--- config.mk ---
export PLATFORM = sky130hd
export DESIGN_NAME = string_literal_escape_decoder_flat
export DESIGN_NICKNAME = d
export VERILOG_FILES = /design/src/sv/sled_pkg.sv /design/src/sv/sled_if.sv /design/src/sv/sled_decode.sv /design/src/sv/string_literal_escape_decoder.sv /design/src/flat_wrapper.sv
export SDC_FILE = /design/constraint.sdc
export NUM_CORES = 1
export LEC_CHECK = 0
export BUFFER_PORTS_ARGS = -buffer_cell sky130_fd_sc_hd__buf_2
export CAP_MARGIN = 10
export CORE_UTILIZATION = 60
export CTS_BUF_LIST = sky130_fd_sc_hd__clkbuf_4
export CTS_CLUSTER_SIZE = 14
export DETAILED_ROUTE_END_ITERATION = 7
export HOLD_SLACK_MARGIN = 0.02
export PLACE_DENSITY = 0.83
export SLEW_MARGIN = 10
export SYNTH_ARGS = -nofsm -noshare
export SYNTH_HDL_FRONTEND = slang
export SYNTH_SLANG_ARGS = --single-unit
--- constraint.sdc ---
create_clock -name clk -period 9.2 [get_ports clk]
set_input_delay 0.46 -clock clk [delete_from_list [all_inputs] [get_ports clk]]
set_output_delay 0.46 -clock clk [all_outputs]
set_load 0.02 [all_outputs]
--- src/sv/sled_pkg.sv ---
`default_nettype none
// ----------------------------------------------------------------------------
// sled_pkg
// Types, character codes and helper functions shared by the string literal
// escape decoder.
// ----------------------------------------------------------------------------
package sled_pkg;

  localparam int LEN_BITS = 16;
  localparam int LIT_W    = 16;
  localparam int WIDE_W   = (LEN_BITS > LIT_W) ? LEN_BITS : LIT_W;

  localparam logic [LEN_BITS-1:0] CNT_MAX = {LEN_BITS{1'b1}};
  localparam logic [LIT_W-1:0]    LIT_MAX = {LIT_W{1'b1}};

  localparam logic [7:0] CH_NUL    = 8'h00;
  localparam logic [7:0] CH_QUOTE  = 8'h22;
  localparam logic [7:0] CH_BSLASH = 8'h5C;
  localparam logic [7:0] CH_N      = 8'h6E;
  localparam logic [7:0] CH_R      = 8'h72;
  localparam logic [7:0] CH_T      = 8'h74;
  localparam logic [7:0] CH_X      = 8'h78;
  localparam logic [7:0] CH_LF     = 8'h0A;
  localparam logic [7:0] CH_CR     = 8'h0D;
  localparam logic [7:0] CH_TAB    = 8'h09;

  typedef enum logic [2:0] {
    MODE_IDLE,
    MODE_BODY,
    MODE_ESC,
    MODE_HEX1,
    MODE_HEX2
  } mode_t;

  typedef enum logic [1:0] {
    KIND_BYTE,
    KIND_DONE,
    KIND_ERR
  } kind_t;

  typedef enum logic [1:0] {
    ERR_NONE,
    ERR_UNKNOWN_ESC,
    ERR_BAD_HEX,
    ERR_UNTERM
  } err_t;

  typedef struct packed {
    kind_t            kind;
    logic [7:0]       data;
    err_t             err;
    logic [LIT_W-1:0] len;
  } res_t;

  typedef struct packed {
    logic       ok;
    logic [3:0] val;
  } hex_t;

  function automatic hex_t hex_digit(input logic [7:0] b);
    hex_t h;
    h.ok  = 1'b1;
    h.val = b[3:0];
    if (b inside {[8'h30:8'h39]}) begin
      h.val = b[3:0];
    end else if (b inside {[8'h61:8'h66], [8'h41:8'h46]}) begin
      h.val = 4'(b[3:0] + 4'd9);
    end else begin
      h.ok  = 1'b0;
      h.val = 4'd0;
    end
    return h;
  endfunction

  // count clipped to the reported field width
  function automatic logic [LIT_W-1:0] len_report(input logic [LEN_BITS-1:0] c);
    logic [WIDE_W-1:0] wide;
    wide = WIDE_W'(c);
    if (wide > WIDE_W'(LIT_MAX)) begin
      return LIT_MAX;
    end else begin
      return wide[LIT_W-1:0];
    end
  endfunction

endpackage
`default_nettype wire

--- src/sv/sled_if.sv ---
`default_nettype none
// ----------------------------------------------------------------------------
// sled_if
// Valid/ready channels of the escape decoder: source bytes in, results out.
// ----------------------------------------------------------------------------
interface sled_in_if;
  logic       valid;
  logic       ready;
  logic [7:0] src_byte;

  modport source (output valid, output src_byte, input ready);
  modport sink   (input valid, input src_byte, output ready);
endinterface

interface sled_out_if;
  logic        valid;
  logic        ready;
  logic [1:0]  kind;
  logic [7:0]  out_byte;
  logic [1:0]  err_code;
  logic [15:0] lit_length;

  modport source (output valid, output kind, output out_byte, output err_code,
                  output lit_length, input ready);
  modport sink   (input valid, input kind, input out_byte, input err_code,
                  input lit_length, output ready);
endinterface
`default_nettype wire

--- src/sv/sled_decode.sv ---
`default_nettype none
// ----------------------------------------------------------------------------
// sled_decode
// Literal/escape state machine: one source byte per step, at most one result.
// ----------------------------------------------------------------------------
module sled_decode (
  input  wire logic                    clk,
  input  wire logic                    rst_n,
  input  wire logic                    step,
  input  wire logic [7:0]              src_byte,
  output      logic                    res_vld,
  output      sled_pkg::res_t          res
);

  sled_pkg::mode_t                  mode_r, mode_nxt;
  logic [3:0]                       nib_r, nib_nxt;
  logic [sled_pkg::LEN_BITS-1:0]    cnt_r, cnt_nxt;
  logic [sled_pkg::LEN_BITS-1:0]    cnt_inc;
  sled_pkg::hex_t                   hd;

  assign hd      = sled_pkg::hex_digit(src_byte);
  assign cnt_inc = (cnt_r == sled_pkg::CNT_MAX) ? cnt_r
                                                : cnt_r + sled_pkg::LEN_BITS'(1);

  // next state
  always_comb begin
    mode_nxt = mode_r;
    nib_nxt  = nib_r;
    cnt_nxt  = cnt_r;
    case (mode_r)
      sled_pkg::MODE_IDLE: begin
        if (src_byte == sled_pkg::CH_QUOTE) begin
          mode_nxt = sled_pkg::MODE_BODY;
          cnt_nxt  = '0;
          nib_nxt  = '0;
        end
      end
      sled_pkg::MODE_BODY: begin
        if (src_byte == sled_pkg::CH_NUL) begin
          mode_nxt = sled_pkg::MODE_IDLE;
          nib_nxt  = '0;
        end else if (src_byte == sled_pkg::CH_QUOTE) begin
          mode_nxt = sled_pkg::MODE_IDLE;
        end else if (src_byte == sled_pkg::CH_BSLASH) begin
          mode_nxt = sled_pkg::MODE_ESC;
        end else begin
          cnt_nxt  = cnt_inc;
        end
      end
      sled_pkg::MODE_ESC: begin
        if (src_byte inside {sled_pkg::CH_N, sled_pkg::CH_R, sled_pkg::CH_T,
                             sled_pkg::CH_QUOTE, sled_pkg::CH_BSLASH}) begin
          mode_nxt = sled_pkg::MODE_BODY;
          cnt_nxt  = cnt_inc;
        end else if (src_byte == sled_pkg::CH_X) begin
          mode_nxt = sled_pkg::MODE_HEX1;
        end else begin
          mode_nxt = sled_pkg::MODE_IDLE;
          nib_nxt  = '0;
        end
      end
      sled_pkg::MODE_HEX1: begin
        if (hd.ok) begin
          mode_nxt = sled_pkg::MODE_HEX2;
          nib_nxt  = hd.val;
        end else begin
          mode_nxt = sled_pkg::MODE_IDLE;
          nib_nxt  = '0;
        end
      end
      sled_pkg::MODE_HEX2: begin
        if (hd.ok) begin
          mode_nxt = sled_pkg::MODE_BODY;
          cnt_nxt  = cnt_inc;
        end else begin
          mode_nxt = sled_pkg::MODE_IDLE;
          nib_nxt  = '0;
        end
      end
      default: begin
        mode_nxt = sled_pkg::MODE_IDLE;
      end
    endcase
  end

  // result
  always_comb begin
    res_vld   = 1'b0;
    res.kind  = sled_pkg::KIND_BYTE;
    res.data  = '0;
    res.err   = sled_pkg::ERR_NONE;
    res.len   = '0;
    case (mode_r)
      sled_pkg::MODE_BODY: begin
        if (src_byte == sled_pkg::CH_NUL) begin
          res_vld  = 1'b1;
          res.kind = sled_pkg::KIND_ERR;
          res.err  = sled_pkg::ERR_UNTERM;
        end else if (src_byte == sled_pkg::CH_QUOTE) begin
          res_vld  = 1'b1;
          res.kind = sled_pkg::KIND_DONE;
          res.len  = sled_pkg::len_report(cnt_r);
        end else if (src_byte != sled_pkg::CH_BSLASH) begin
          res_vld  = 1'b1;
          res.data = src_byte;
        end
      end
      sled_pkg::MODE_ESC: begin
        res_vld = (src_byte != sled_pkg::CH_X);
        case (src_byte)
          sled_pkg::CH_N:      res.data = sled_pkg::CH_LF;
          sled_pkg::CH_R:      res.data = sled_pkg::CH_CR;
          sled_pkg::CH_T:      res.data = sled_pkg::CH_TAB;
          sled_pkg::CH_QUOTE,
          sled_pkg::CH_BSLASH: res.data = src_byte;
          sled_pkg::CH_X:      res.data = '0;
          sled_pkg::CH_NUL: begin
            res.kind = sled_pkg::KIND_ERR;
            res.err  = sled_pkg::ERR_UNTERM;
          end
          default: begin
            res.kind = sled_pkg::KIND_ERR;
            res.err  = sled_pkg::ERR_UNKNOWN_ESC;
          end
        endcase
      end
      sled_pkg::MODE_HEX1: begin
        if (!hd.ok) begin
          res_vld  = 1'b1;
          res.kind = sled_pkg::KIND_ERR;
          res.err  = sled_pkg::ERR_BAD_HEX;
        end
      end
      sled_pkg::MODE_HEX2: begin
        res_vld = 1'b1;
        if (hd.ok) begin
          res.data = {nib_r, hd.val};
        end else begin
          res.kind = sled_pkg::KIND_ERR;
          res.err  = sled_pkg::ERR_BAD_HEX;
        end
      end
      default: begin
        res_vld = 1'b0;
      end
    endcase
    res_vld = res_vld & step;
  end

  always_ff @(posedge clk) begin
    if (!rst_n) begin
      mode_r <= sled_pkg::MODE_IDLE;
      nib_r  <= '0;
      cnt_r  <= '0;
    end else if (step) begin
      mode_r <= mode_nxt;
      nib_r  <= nib_nxt;
      cnt_r  <= cnt_nxt;
    end
  end

endmodule
`default_nettype wire

--- src/sv/string_literal_escape_decoder.sv ---
`default_nettype none
// ----------------------------------------------------------------------------
// string_literal_escape_decoder
// Decodes double-quoted string literals with escapes from a byte stream.
//
// One source byte is taken per cycle, sustained, while the result side keeps
// up. Each byte is captured in an input register, decoded by one step of the
// literal state machine and lands in a result register. A byte yields zero
// or one result word (decoded byte, literal complete with saturated length,
// or error). A byte of 0 marks end of input. A stalled result register
// holds the input register, so the input side backs up once the input
// register holds a word.
// ----------------------------------------------------------------------------
module string_literal_escape_decoder (
  input wire logic  clk,
  input wire logic  rst_n,
  sled_in_if.sink   in_if,
  sled_out_if.source out_if
);

  logic           in_vld_r;
  logic [7:0]     in_byte_r;
  logic           out_vld_r;
  sled_pkg::res_t res_r;
  logic           adv;
  logic           step;
  logic           res_vld;
  sled_pkg::res_t res;

  assign adv         = !out_vld_r || out_if.ready;
  assign step        = in_vld_r && adv;
  assign in_if.ready = !in_vld_r || adv;

  always_ff @(posedge clk) begin
    if (!rst_n) begin
      in_vld_r <= 1'b0;
    end else if (in_if.ready) begin
      in_vld_r <= in_if.valid;
    end
  end

  always_ff @(posedge clk) begin
    if (in_if.ready && in_if.valid) begin
      in_byte_r <= in_if.src_byte;
    end
  end

  sled_decode u_decode (
    .clk      (clk),
    .rst_n    (rst_n),
    .step     (step),
    .src_byte (in_byte_r),
    .res_vld  (res_vld),
    .res      (res)
  );

  always_ff @(posedge clk) begin
    if (!rst_n) begin
      out_vld_r <= 1'b0;
    end else if (adv) begin
      out_vld_r <= res_vld;
    end
  end

  always_ff @(posedge clk) begin
    if (adv && res_vld) begin
      res_r <= res;
    end
  end

  assign out_if.valid      = out_vld_r;
  assign out_if.kind       = res_r.kind;
  assign out_if.out_byte   = res_r.data;
  assign out_if.err_code   = res_r.err;
  assign out_if.lit_length = res_r.len;

`ifndef SYNTHESIS
  a_in_hold: assert property (@(posedge clk) disable iff (!rst_n)
    in_vld_r && !step |=> in_vld_r && $stable(in_byte_r))
    else $error("input stage lost a pending word");

  a_err_code: assert property (@(posedge clk) disable iff (!rst_n)
    out_vld_r && res_r.kind == sled_pkg::KIND_ERR |-> res_r.err != sled_pkg::ERR_NONE)
    else $error("error word without error code");

  a_byte_clean: assert property (@(posedge clk) disable iff (!rst_n)
    out_vld_r && res_r.kind == sled_pkg::KIND_BYTE
      |-> res_r.err == sled_pkg::ERR_NONE && res_r.len == '0)
    else $error("byte word carries error or length");

  a_no_stray: assert property (@(posedge clk) disable iff (!rst_n)
    !in_vld_r && adv |=> !out_vld_r)
    else $error("result word without an input word");
`endif

endmodule
`default_nettype wire
--- src/flat_wrapper.sv ---
// flat-port wrapper written by rule: the top's interface ports become plain ports
module string_literal_escape_decoder_flat 
  (clk, rst_n, in_if_valid, in_if_src_byte, in_if_ready, out_if_valid, out_if_kind, out_if_out_byte, out_if_err_code, out_if_lit_length, out_if_ready);
  sled_in_if in_if_i ();
  sled_out_if out_if_i ();
  input wire logic clk;
  input wire logic rst_n;
  input wire logic [$bits(in_if_i.valid)-1:0] in_if_valid;
  input wire logic [$bits(in_if_i.src_byte)-1:0] in_if_src_byte;
  output wire logic [$bits(in_if_i.ready)-1:0] in_if_ready;
  output wire logic [$bits(out_if_i.valid)-1:0] out_if_valid;
  output wire logic [$bits(out_if_i.kind)-1:0] out_if_kind;
  output wire logic [$bits(out_if_i.out_byte)-1:0] out_if_out_byte;
  output wire logic [$bits(out_if_i.err_code)-1:0] out_if_err_code;
  output wire logic [$bits(out_if_i.lit_length)-1:0] out_if_lit_length;
  input wire logic [$bits(out_if_i.ready)-1:0] out_if_ready;
  assign in_if_i.valid = in_if_valid;
  assign in_if_i.src_byte = in_if_src_byte;
  assign in_if_ready = in_if_i.ready;
  assign out_if_valid = out_if_i.valid;
  assign out_if_kind = out_if_i.kind;
  assign out_if_out_byte = out_if_i.out_byte;
  assign out_if_err_code = out_if_i.err_code;
  assign out_if_lit_length = out_if_i.lit_length;
  assign out_if_i.ready = out_if_ready;
  string_literal_escape_decoder u_core (.clk(clk), .rst_n(rst_n), .in_if(in_if_i), .out_if(out_if_i));
endmodule
==> results of run 1 <==
-- flip-flops by register name, summed over array words and instances (netlist names) --
signal	count
u_core.out_if.lit_length	16
u_core.u_decode.nib_r	4
u_core.out_if.valid	1
u_core.u_decode.mode_r	3
u_core.out_if.out_byte	8
u_core.in_byte_r	8
u_core.out_if.kind	2
u_core.out_if.err_code	2
u_core.u_decode.cnt_r	16
u_core.in_vld_r	1
-- worst register-to-register path: cells and delay by family (launching register included) --
family,cells,cell delay (ns)
buffers and inverters,1,0.13
AND/OR/NAND/NOR,2,1.11
flip-flops,1,0.49
adder cells (fa/ha/maj),1,0.22
AO/OA/AOI/OAI,4,1.50
-- cell families (layout without fill, tap and decap cells) --
| family | Yosys count | count (layout) | share of synthesized area (%) |
|---|---|---|---|
| AND/OR/NAND/NOR | 158 | 158 | 27.6 |
| buffers and inverters | 26 | 65 | 3.31 |
| XOR/XNOR | 3 | 3 | 0.791 |
| multiplexers | 5 | 5 | 1.51 |
| AO/OA/AOI/OAI | 71 | 71 | 17.3 |
| adder cells (fa/ha/maj) | 5 | 5 | 1.88 |
| flip-flops | 61 | 61 | 47.6 |
-- final cells by class --
cell class                 instances  share of cell area, %
tap                               70                   2.33
multi-input combinational        242                   43.6
clock buffer                       9                   1.80
timing repair buffer              41                   5.46
clock inverter                     7                   3.87
inverter                           8                  0.800
sequential                        61                   42.1
-- path summary, 6_finish.rpt --
path | from | to | slack, ns
min reg2reg | u_core.u_decode.nib_r[2]$_SDFFE_PN0P_ | u_core.u_decode.nib_r[2]$_SDFFE_PN0P_ | 0.47
min | in_if_src_byte[5] | u_core.in_byte_r[5]$_DFFE_PP_ | 0.23
max reg2reg | u_core.in_byte_r[0]$_DFFE_PP_ | u_core.u_decode.cnt_r[14]$_SDFFE_PN0P_ | 5.71
max | u_core.in_byte_r[0]$_DFFE_PP_ | u_core.u_decode.cnt_r[14]$_SDFFE_PN0P_ | 5.71
-- Yosys cell counts, types with 6 or more instances --
cell type / n
clkbuf_1: 12
nor3_1: 6
and3b_1: 7
nor3b_1: 8
nand2_1: 34
nor4_1: 6
a32o_1: 11
and3_1: 7
nand2b_1: 7
a21oi_1: 7
dfxtp_1: 25
and2_1: 19
edfxtp_1: 36
or4_1: 8
nor2_1: 22
inv_1: 7
o21ai_0: 14
nand3_1: 11
-- per-layer routing --
metal  GRT usage (%)  wire, um  vias to the layer above
met2            35.7      3030                      166
met1            41.0      3380                     1265
li1                -         -                     1330
met3            4.43       734                       13
met4            11.5       128                        0
met5               0         0                        -
-- power by group --
group / total [uW] / internal (uW) / switching (uW)
Combinational: 15.7 / 6.40 / 9.34
Sequential: 293 / 289 / 4.36
Clock: 273 / 166 / 107
Total: 582 / 462 / 120
-- through the flow --
step,cells,cell area (um^2)
after floorplan,329,3320
after global placement,422,3540
after detailed placement,422,3540
after CTS,438,3750
after global routing,438,3750
final,438,3750
==> flow_summary.toml, run 1 <==
[clock_network]
cts_buffers = 9
postCtsSetupBuffers = 0
cts_root_buf = "clkbuf_4"
hold_buffers = 0
cts.sink_count = 61
post_cts_resized = 0
path_clk_slew_ns = 0.10
clkLatencyLatePin_ns = 0.41
clockBufferDepth = 2
htree_levels = 3
cts_tree = "yes"

[floorplanning]
start_util_pct = 63.8
row_count = 26
core-area_mm2 = 0.00520
dieArea_mm2 = 0.00584
ioPinCount = 42
die_h_um = 76.4
dieWidth_um = 76.4

[synthesis]
yosys_register_bits = 61
synth.largest_area_cell = "edfxtp_1"
synth_top_area_share_pct = 32.5
synth-edff-count = 36
syn_nets = 346
syn-cell-area_mm2 = 0.00332
synthDistinctLibCells = 64
syn_area_per_cell_um2 = 10.1
ys_top_cells_by_area = "edfxtp_1, dfxtp_1, nand2_1"
ys_async_sr_fraction_pct = 0
synth_cells = 329
ys_seq_area_share_pct = 47.6
synth_ff_type = "edfxtp_1"
yosysWarnings = 0

[setup_path]
cp.required_ns = 9.55
cp_slowest_cell = "nor4_2"
crit_path_start_kind = "flop"
arrival_ns = 3.84
r2r_cells = 8
cp_slowest_stage_delay_ns = 0.96
crit_type = "flop to flop"
cpLargestDelayFamily = "compound AO/OA/AOI/OAI gates"
cp_max_fo = 18
path_buf_inv = 1
crit_chain = "inv_1 -> ha_1 -> o21bai_1 -> a2111oi_2 -> nor2_2 -> a221o_1 -> nor4_2 -> a32o_1"
cp-end-kind = "flop"
path_depth = 8

[global_route]
grt_start_max_net_pins = 42
overflow = 0
antenna_found_initial = 0
grt_first_pass_wirelength_um = 11900
grt_pass1_vias = 2307
grt_usage_pct = 26.4

[placed_design]
dp_slack_ns = 5.72
gp_congestion = 0.983
dpl.hpwl_um = 5010
portBuffers = 41

[layout]
final_nets = 380
multi_input_area_mm2 = 0.00164
seqCellArea_mm2 = 0.00158
drive_above_1_share_pct = 18.8
final_util_pct = 72.1
fillers = 417
final_common_cell = "buf_2"
syn2layout_area_growth_pct = 13.0
final_cell_mix = "buf_2, edfxtp_1, nand2_1, dfxtp_1, nor2_1"
antennaDiodeCount = 0

[sta]
tightest_slew_ns = 1.17
clock.fmax_mhz = 286
period_needed_ns = 3.49
clock_skew_ns = 0.0167
holdWs_ns = 0.228
hold_viol = 0
setup_viol = 0
setup_slack_ns = 5.71
drv_slew = 0
slew_headroom_pct = 21.4
fin_setup_tns_ns = 0
period_share_pct = 38.0
rsz0062_at_grt = "no"

[detailed_routing]
wl_per_cell_um = 16.6
drt_wl_total_um = 7270
viasPerCell = 6.33
dr_total_vias = 2774
drc_errors = 0
drtIter0Drc = 312
ant_nets = 0
first_pass_iters = 5

[pwr]
p_per_area_mw_per_mm2 = 155
power_leakage_uw = 0.00124
power.total_uw = 582
ir_drop_uv = 111

[worst_hold_path]
hold_class = "input pin to flop"
hold_depth = 1

[job]
cap_violations = 0

[status]
status = "finished clean"
(Power assumes the default switching activity.)
==> run 2, diff against run 1 <==
==> constraint.sdc (replaced) <==
create_clock -name clk -period 3.4 [get_ports clk]
set_input_delay 0.17 -clock clk [delete_from_list [all_inputs] [get_ports clk]]
set_output_delay 0.17 -clock clk [all_outputs]
set_load 0.02 [all_outputs]
==> run 2 against run 1 <==
  * Worst setup slack lost 5.3 ns
  * Clock skew is 0.0018 ns higher
  * Sequential power grew to 2.7 times the previous value
  * Combinational power rose to 3.3 times the previous value
  * Utilization increased by 2.0 points
  * Critical path depth unchanged
  * Hold slack got worse by 0.14 ns
==> flow_summary.toml, run 2 (same netlist as run 1, synthesis figures left out) <==
[status]
status = "finished clean"

[sta]
clock.fmax_mhz = 334
clock_skew_ns = 0.0185
rsz0062_at_grt = "no"
hold_viol = 0
holdWs_ns = 0.0868
setup_slack_ns = 0.405
period_share_pct = 88.1
fin_setup_tns_ns = 0
slew_headroom_pct = 41.3
tightest_slew_ns = 0.872
period_needed_ns = 2.99
setup_viol = 0
drv_slew = 0

[setup_path]
ff2ff_setup_slack_ns = 0.41
timing.rr.end = "u_core.u_decode.cnt_r[9]$_SDFFE_PN0P_"
critical_path.startpoint = "u_core.in_byte_r[0]$_DFFE_PP_"
endpoint = "u_core.u_decode.cnt_r[9]$_SDFFE_PN0P_"
r2r_cells = 8
reg2reg_from = "u_core.in_byte_r[0]$_DFFE_PP_"
arrival_ns = 3.32
cp-end-kind = "flop"
crit_path_start_kind = "flop"
cp_max_fo = 16
cp.required_ns = 3.72
crit_type = "flop to flop"

[global_route]
grt_start_max_net_pins = 42
grt_usage_pct = 27.6
overflow = 0
grt_pass1_vias = 2593
grtUsageMet1_pct = 39.2
use_met2_pct = 40.2
antenna_found_initial = 0
grt_busiest_layer = "met2"
grt_first_pass_wirelength_um = 12500
use_met3_pct = 8.98

[floorplanning]
ioPinCount = 42
core-area_mm2 = 0.00520
dieArea_mm2 = 0.00584
dieWidth_um = 76.4
start_util_pct = 63.8
row_count = 26
die_h_um = 76.4

[clock_network]
cts.sink_count = 61
post_cts_resized = 0
hold_buffers = 9
cts_root_buf = "clkbuf_4"
postCtsSetupBuffers = 0
htree_levels = 3
clockBufferDepth = 2
path_clk_slew_ns = 0.11
cts_buffers = 9
clkLatencyLatePin_ns = 0.42
cts_tree = "yes"

[pwr]
p_comb_share_pct = 3.6
p_per_area_mw_per_mm2 = 370
power_leakage_uw = 0.00130
clockPowerShare_pct = 40.7
power.total_uw = 1430
internal_power_uw = 1110
pwr-share-seq_pct = 55.7
switching_power_uw = 320
switching_share_pct = 22.4
ir_drop_uv = 280

[detailed_routing]
viasPerCell = 6.12
drt_wl_total_um = 7440
wl_per_cell_um = 16.3
drtIter0Drc = 270
first_pass_iters = 6
drc_errors = 0
dr_total_vias = 2791
ant_nets = 0

[placed_design]
portBuffers = 41
gp_congestion = 0.897
dpl.hpwl_um = 5160
dp_cells = 431
dp_slack_ns = 0.437

[job]
cap_violations = 0

[layout]
final_cell_mix = "buf_2, edfxtp_1, nand2_1, dfxtp_1, nor2_1"
final_common_cell = "buf_2"
final_nets = 398
final_cell_count_no_fill = 456
antennaDiodeCount = 0
drive_above_1_share_pct = 20.2
syn2layout_area_growth_pct = 16.2

[worst_hold_path]
hold_class = "input pin to flop"
[run 2: cell count changes in the layout (fill, tap and decap cells not counted)]
| cell | change |
|---|---|
| clkinvlp_4 | +1 |
| clkinv_2 | +1 |
| nor2_4 | -1 |
| buf_4 | +9 |
| nor2_2 | +1 |
| dlygate4sd3_1 | +9 |
| bufinv_16 | -2 |
[run 2: worst min-delay path by stage]
stage                 startpoint                          endpoint  slack (ns)  cells after the start
5_1_grt             out_if_ready  u_core.out_if.valid$_SDFFE_PN0P_        0.08                      3
2_1_floorplan  in_if_src_byte[0]     u_core.in_byte_r[0]$_DFFE_PP_        0.27                      0
6_report            out_if_ready  u_core.out_if.valid$_SDFFE_PN0P_        0.09                      3
4_1_cts             out_if_ready  u_core.out_if.valid$_SDFFE_PN0P_        0.07                      3
3_5_place_dp   in_if_src_byte[2]     u_core.in_byte_r[2]$_DFFE_PP_        0.35                      1
3_3_place_gp   in_if_src_byte[5]     u_core.in_byte_r[5]$_DFFE_PP_        0.35                      1
[run 2: worst max-delay path, stage by stage, from the launching register on]
cell and delay (ns):
edfxtp_1 0.50, inv_1 0.12, ha_1 0.24, o21bai_1 0.13, a2111oi_2 0.46, nor2_2 0.13
a221o_1 0.50, or4_1 0.55, a32o_1 0.27
[run 2: per-layer routing]
| layer | vias to the layer above | wire length, um |
|---|---|---|
| li1 | 1360 | - |
| met1 | 1294 | 3500 |
| met5 | - | 0 |
| met3 | 9 | 610 |
| met4 | 0 | 85 |
| met2 | 128 | 3240 |
[run 2: power groups by stage]
stage / Combinational (uW) / Clock (uW) / Sequential (uW)
2_1_floorplan: 33.1 / 0 / 805
3_3_place_gp: 41.7 / 0 / 811
3_5_place_dp: 41.9 / 0 / 811
4_1_cts: 49.9 / 585 / 794
5_1_grt: 56.1 / 621 / 796
6_report: 51.1 / 581 / 795
[run 2: layout make-up]
cell class                      instances  area (um^2)
Multi-Input combinational cell        242         1630
Sequential cell                        61         1580
Fill cell                             405         1350
Timing Repair Buffer                   59          363
Clock inverter                          7         97.6
Tap cell                               70         87.6
Clock buffer                            9         67.6
Inverter                                8         30.0
[run 2: per-stage QoR]
stage | util (%) | instance area [um^2]
6_report | 74.2 | 3860
5_1_grt | 74.2 | 3860
4_1_cts | 74.2 | 3860
3_5_place_dp | 69.3 | 3600
3_3_place_gp | 69.3 | 3600
2_1_floorplan | - | 3320
==> run 3, diff against run 2 <==
--- a/config.mk
+++ b/config.mk
@@ -16,4 +16,5 @@
 export SLEW_MARGIN = 10
 export SYNTH_ARGS = -nofsm -noshare
 export SYNTH_HDL_FRONTEND = slang
+export SYNTH_HIERARCHICAL = 1
 export SYNTH_SLANG_ARGS = --single-unit
==> run 3 against run 2 <==
  * The run now ends with DRC left
  * Register-to-register slack got worse by 0.04 ns
  * Sequential share of layout area decreased by 0.29 points
  * Cell count is 0.88% lower
  * Die area rose by 2.1%
  * Critical path depth increased by 2
  * Fmax is 1.2% lower
  * Utilization down 3.1 points
  * Clock skew shrank 0.0019 ns
  * Synthesized area up 2.2%
  * Clock power shrank 2%
  * Count of clock-buffer cells in the layout unchanged
  * Critical path type unchanged
  * Critical endpoint is now u_core/out_if.lit_length[4]$_DFFE_PP_
  * Largest power group unchanged
==> flow_summary.toml, run 3 <==
[status]
status = "finished, violations left"
violations = "DRC"

[synthesis]
synth.largest_area_cell = "edfxtp_1"
syn-cell-area_mm2 = 0.00339
synth_cells = 330
ys_async_sr_fraction_pct = 0
yosysWarnings = 6
ys_seq_area_share_pct = 46.6
synth-edff-count = 36
synth.most_common_cell = "edfxtp_1"
synth_top_area_share_pct = 31.8
yosys.area_share.simple_pct = 24.8
yosys_register_bits = 61
synth_ff_type = "edfxtp_1"
syn_area_per_cell_um2 = 10.3
syn_nets = 347
synthDistinctLibCells = 67
synth_top_family_by_area = "simple AND/OR/NAND/NOR gates"
synthMuxAreaShare_pct = 2.10
synth_xor_area_share_pct = 0.774
ys_top_cells_by_area = "edfxtp_1, dfxtp_1, o311ai_0"
synthAdderAreaFrac_pct = 1.84
synth-compound-area-share_pct = 20.2
synthTopCellsByCount = "edfxtp_1, nand2_1, dfxtp_1"

[detailed_routing]
wl_per_cell_um = 15.8
drtIter0Drc = 338
viasPerCell = 6.18
ant_nets = 0
dr_total_vias = 2795
first_pass_iters = 7
drt_wl_total_um = 7160
drc_errors = 2

[layout]
drive_above_1_share_pct = 22.6
final_common_cell = "buf_2"
antennaDiodeCount = 0
final_nets = 392
syn2layout_area_growth_pct = 14.5
final_cell_mix = "buf_2, edfxtp_1, nand2_1, dfxtp_1, nor2_1"

[pwr]
ir_drop_uv = 254
p_per_area_mw_per_mm2 = 375
power_leakage_uw = 0.00149
power.total_uw = 1460

[clock_network]
cts_root_buf = "clkbuf_4"
clkLatencyLatePin_ns = 0.40
cts.sink_count = 61
post_cts_resized = 0
cts_tree = "yes"
clockBufferDepth = 2
htree_levels = 3
path_clk_slew_ns = 0.11
hold_buffers = 9
cts_buffers = 9
postCtsSetupBuffers = 0

[setup_path]
arrival_ns = 3.13
crit_path_start_kind = "flop"
cp-end-kind = "flop"
cp_max_fo = 25
cp.required_ns = 3.50
crit_type = "flop to flop"
r2r_cells = 10

[sta]
period_share_pct = 89.1
period_needed_ns = 3.03
hold_viol = 0
clock_skew_ns = 0.0166
rsz0062_at_grt = "no"
setup_viol = 0
tightest_slew_ns = 1.02
slew_headroom_pct = 31.2
fin_setup_tns_ns = 0
clock.fmax_mhz = 330
drv_slew = 0

[worst_hold_path]
hold_class = "input pin to flop"
hold_depth = 3

[global_route]
grt_first_pass_wirelength_um = 11700
antenna_found_initial = 0
grt_pass1_vias = 2398
grt_start_max_net_pins = 32
grt_usage_pct = 25.4
overflow = 0

[floorplanning]
ioPinCount = 42
row_count = 27
core-area_mm2 = 0.00547
die_h_um = 77.2
dieWidth_um = 77.2
start_util_pct = 62.0
dieArea_mm2 = 0.00596

[placed_design]
portBuffers = 41
gp_congestion = 0.962
dpl.hpwl_um = 4830

[job]
cap_violations = 0
run 3: cell families (layout without fill, tap and decap cells):
kind of cell / Yosys count / count (layout)
adders and majority gates: 5 / 5
buffers and inverters: 26 / 76
AOI/OAI and AO/OA: 85 / 85
and+or+nand+nor: 143 / 143
DFF: 61 / 61
muxes: 7 / 7
xor gates and xnor gates: 3 / 3
run 3: cell type report:
type	count	area [um^2]
clock buffer	9	67.6
fill	440	1590
multi-input combinational	243	1690
tap	72	90.1
inverter	6	22.5
sequential	61	1580
timing repair buffer	54	338
clock inverter	7	97.6
run 3: per-layer routing:
metal / up-vias / GRT usage (%) / routed length (um)
li1: 1354 / - / -
met1: 1302 / 37.1 / 3430
met2: 123 / 36.7 / 3200
met3: 16 / 4.76 / 407
met4: 0 / 10.8 / 118
met5: - / 0 / 0
run 3: through the flow:
| step | std cells | worst slack (ns) | util (%) | hold WS (ns) | area [um^2] |
|---|---|---|---|---|---|
| global placement | 427 | 0.576 | 66.4 | 0.347 | 3630 |
| detailed placement | 427 | 0.437 | 66.4 | 0.348 | 3630 |
| CTS | 452 | 0.400 | 71.0 | 0.118 | 3890 |
| finish | 452 | 0.370 | 71.0 | 0.133 | 3890 |
| floorplan | 330 | 0.377 | - | 0.269 | 3400 |
| global route | 452 | 0.175 | 71.0 | 0.116 | 3890 |
run 3: where the power goes:
part | internal (uW) | total [uW] | switching (uW) | leakage [uW]
Combinational | 34.7 | 75.1 | 40.4 | 0.000818
Clock | 300 | 572 | 272 | 0.0000825
Sequential | 785 | 809 | 24.4 | 0.000591
run 3: final timing paths:
path,slack (ns),to,from
worst max-delay path,0.37,u_core/out_if.lit_length[4]$_DFFE_PP_,u_core/in_byte_r[0]$_DFFE_PP_
worst min-delay path,0.13,u_core/in_vld_r$_SDFFE_PN0P_,out_if_ready
worst max register to register,0.37,u_core/out_if.lit_length[4]$_DFFE_PP_,u_core/in_byte_r[0]$_DFFE_PP_
worst min register to register,0.47,u_core/u_decode/nib_r[0]$_SDFFE_PN0P_,u_core/u_decode/nib_r[0]$_SDFFE_PN0P_
run 3: critical path, cell delays in order (launching register included):
cell and delay [ns]:
edfxtp_1 0.47, inv_1 0.10, ha_1 0.29, o21bai_1 0.31, a2111o_1 0.24, o21a_1 0.32, mux2i_1 0.14, o22ai_1 0.18
and2_1 0.16, nor2b_2 0.30, buf_12 0.23
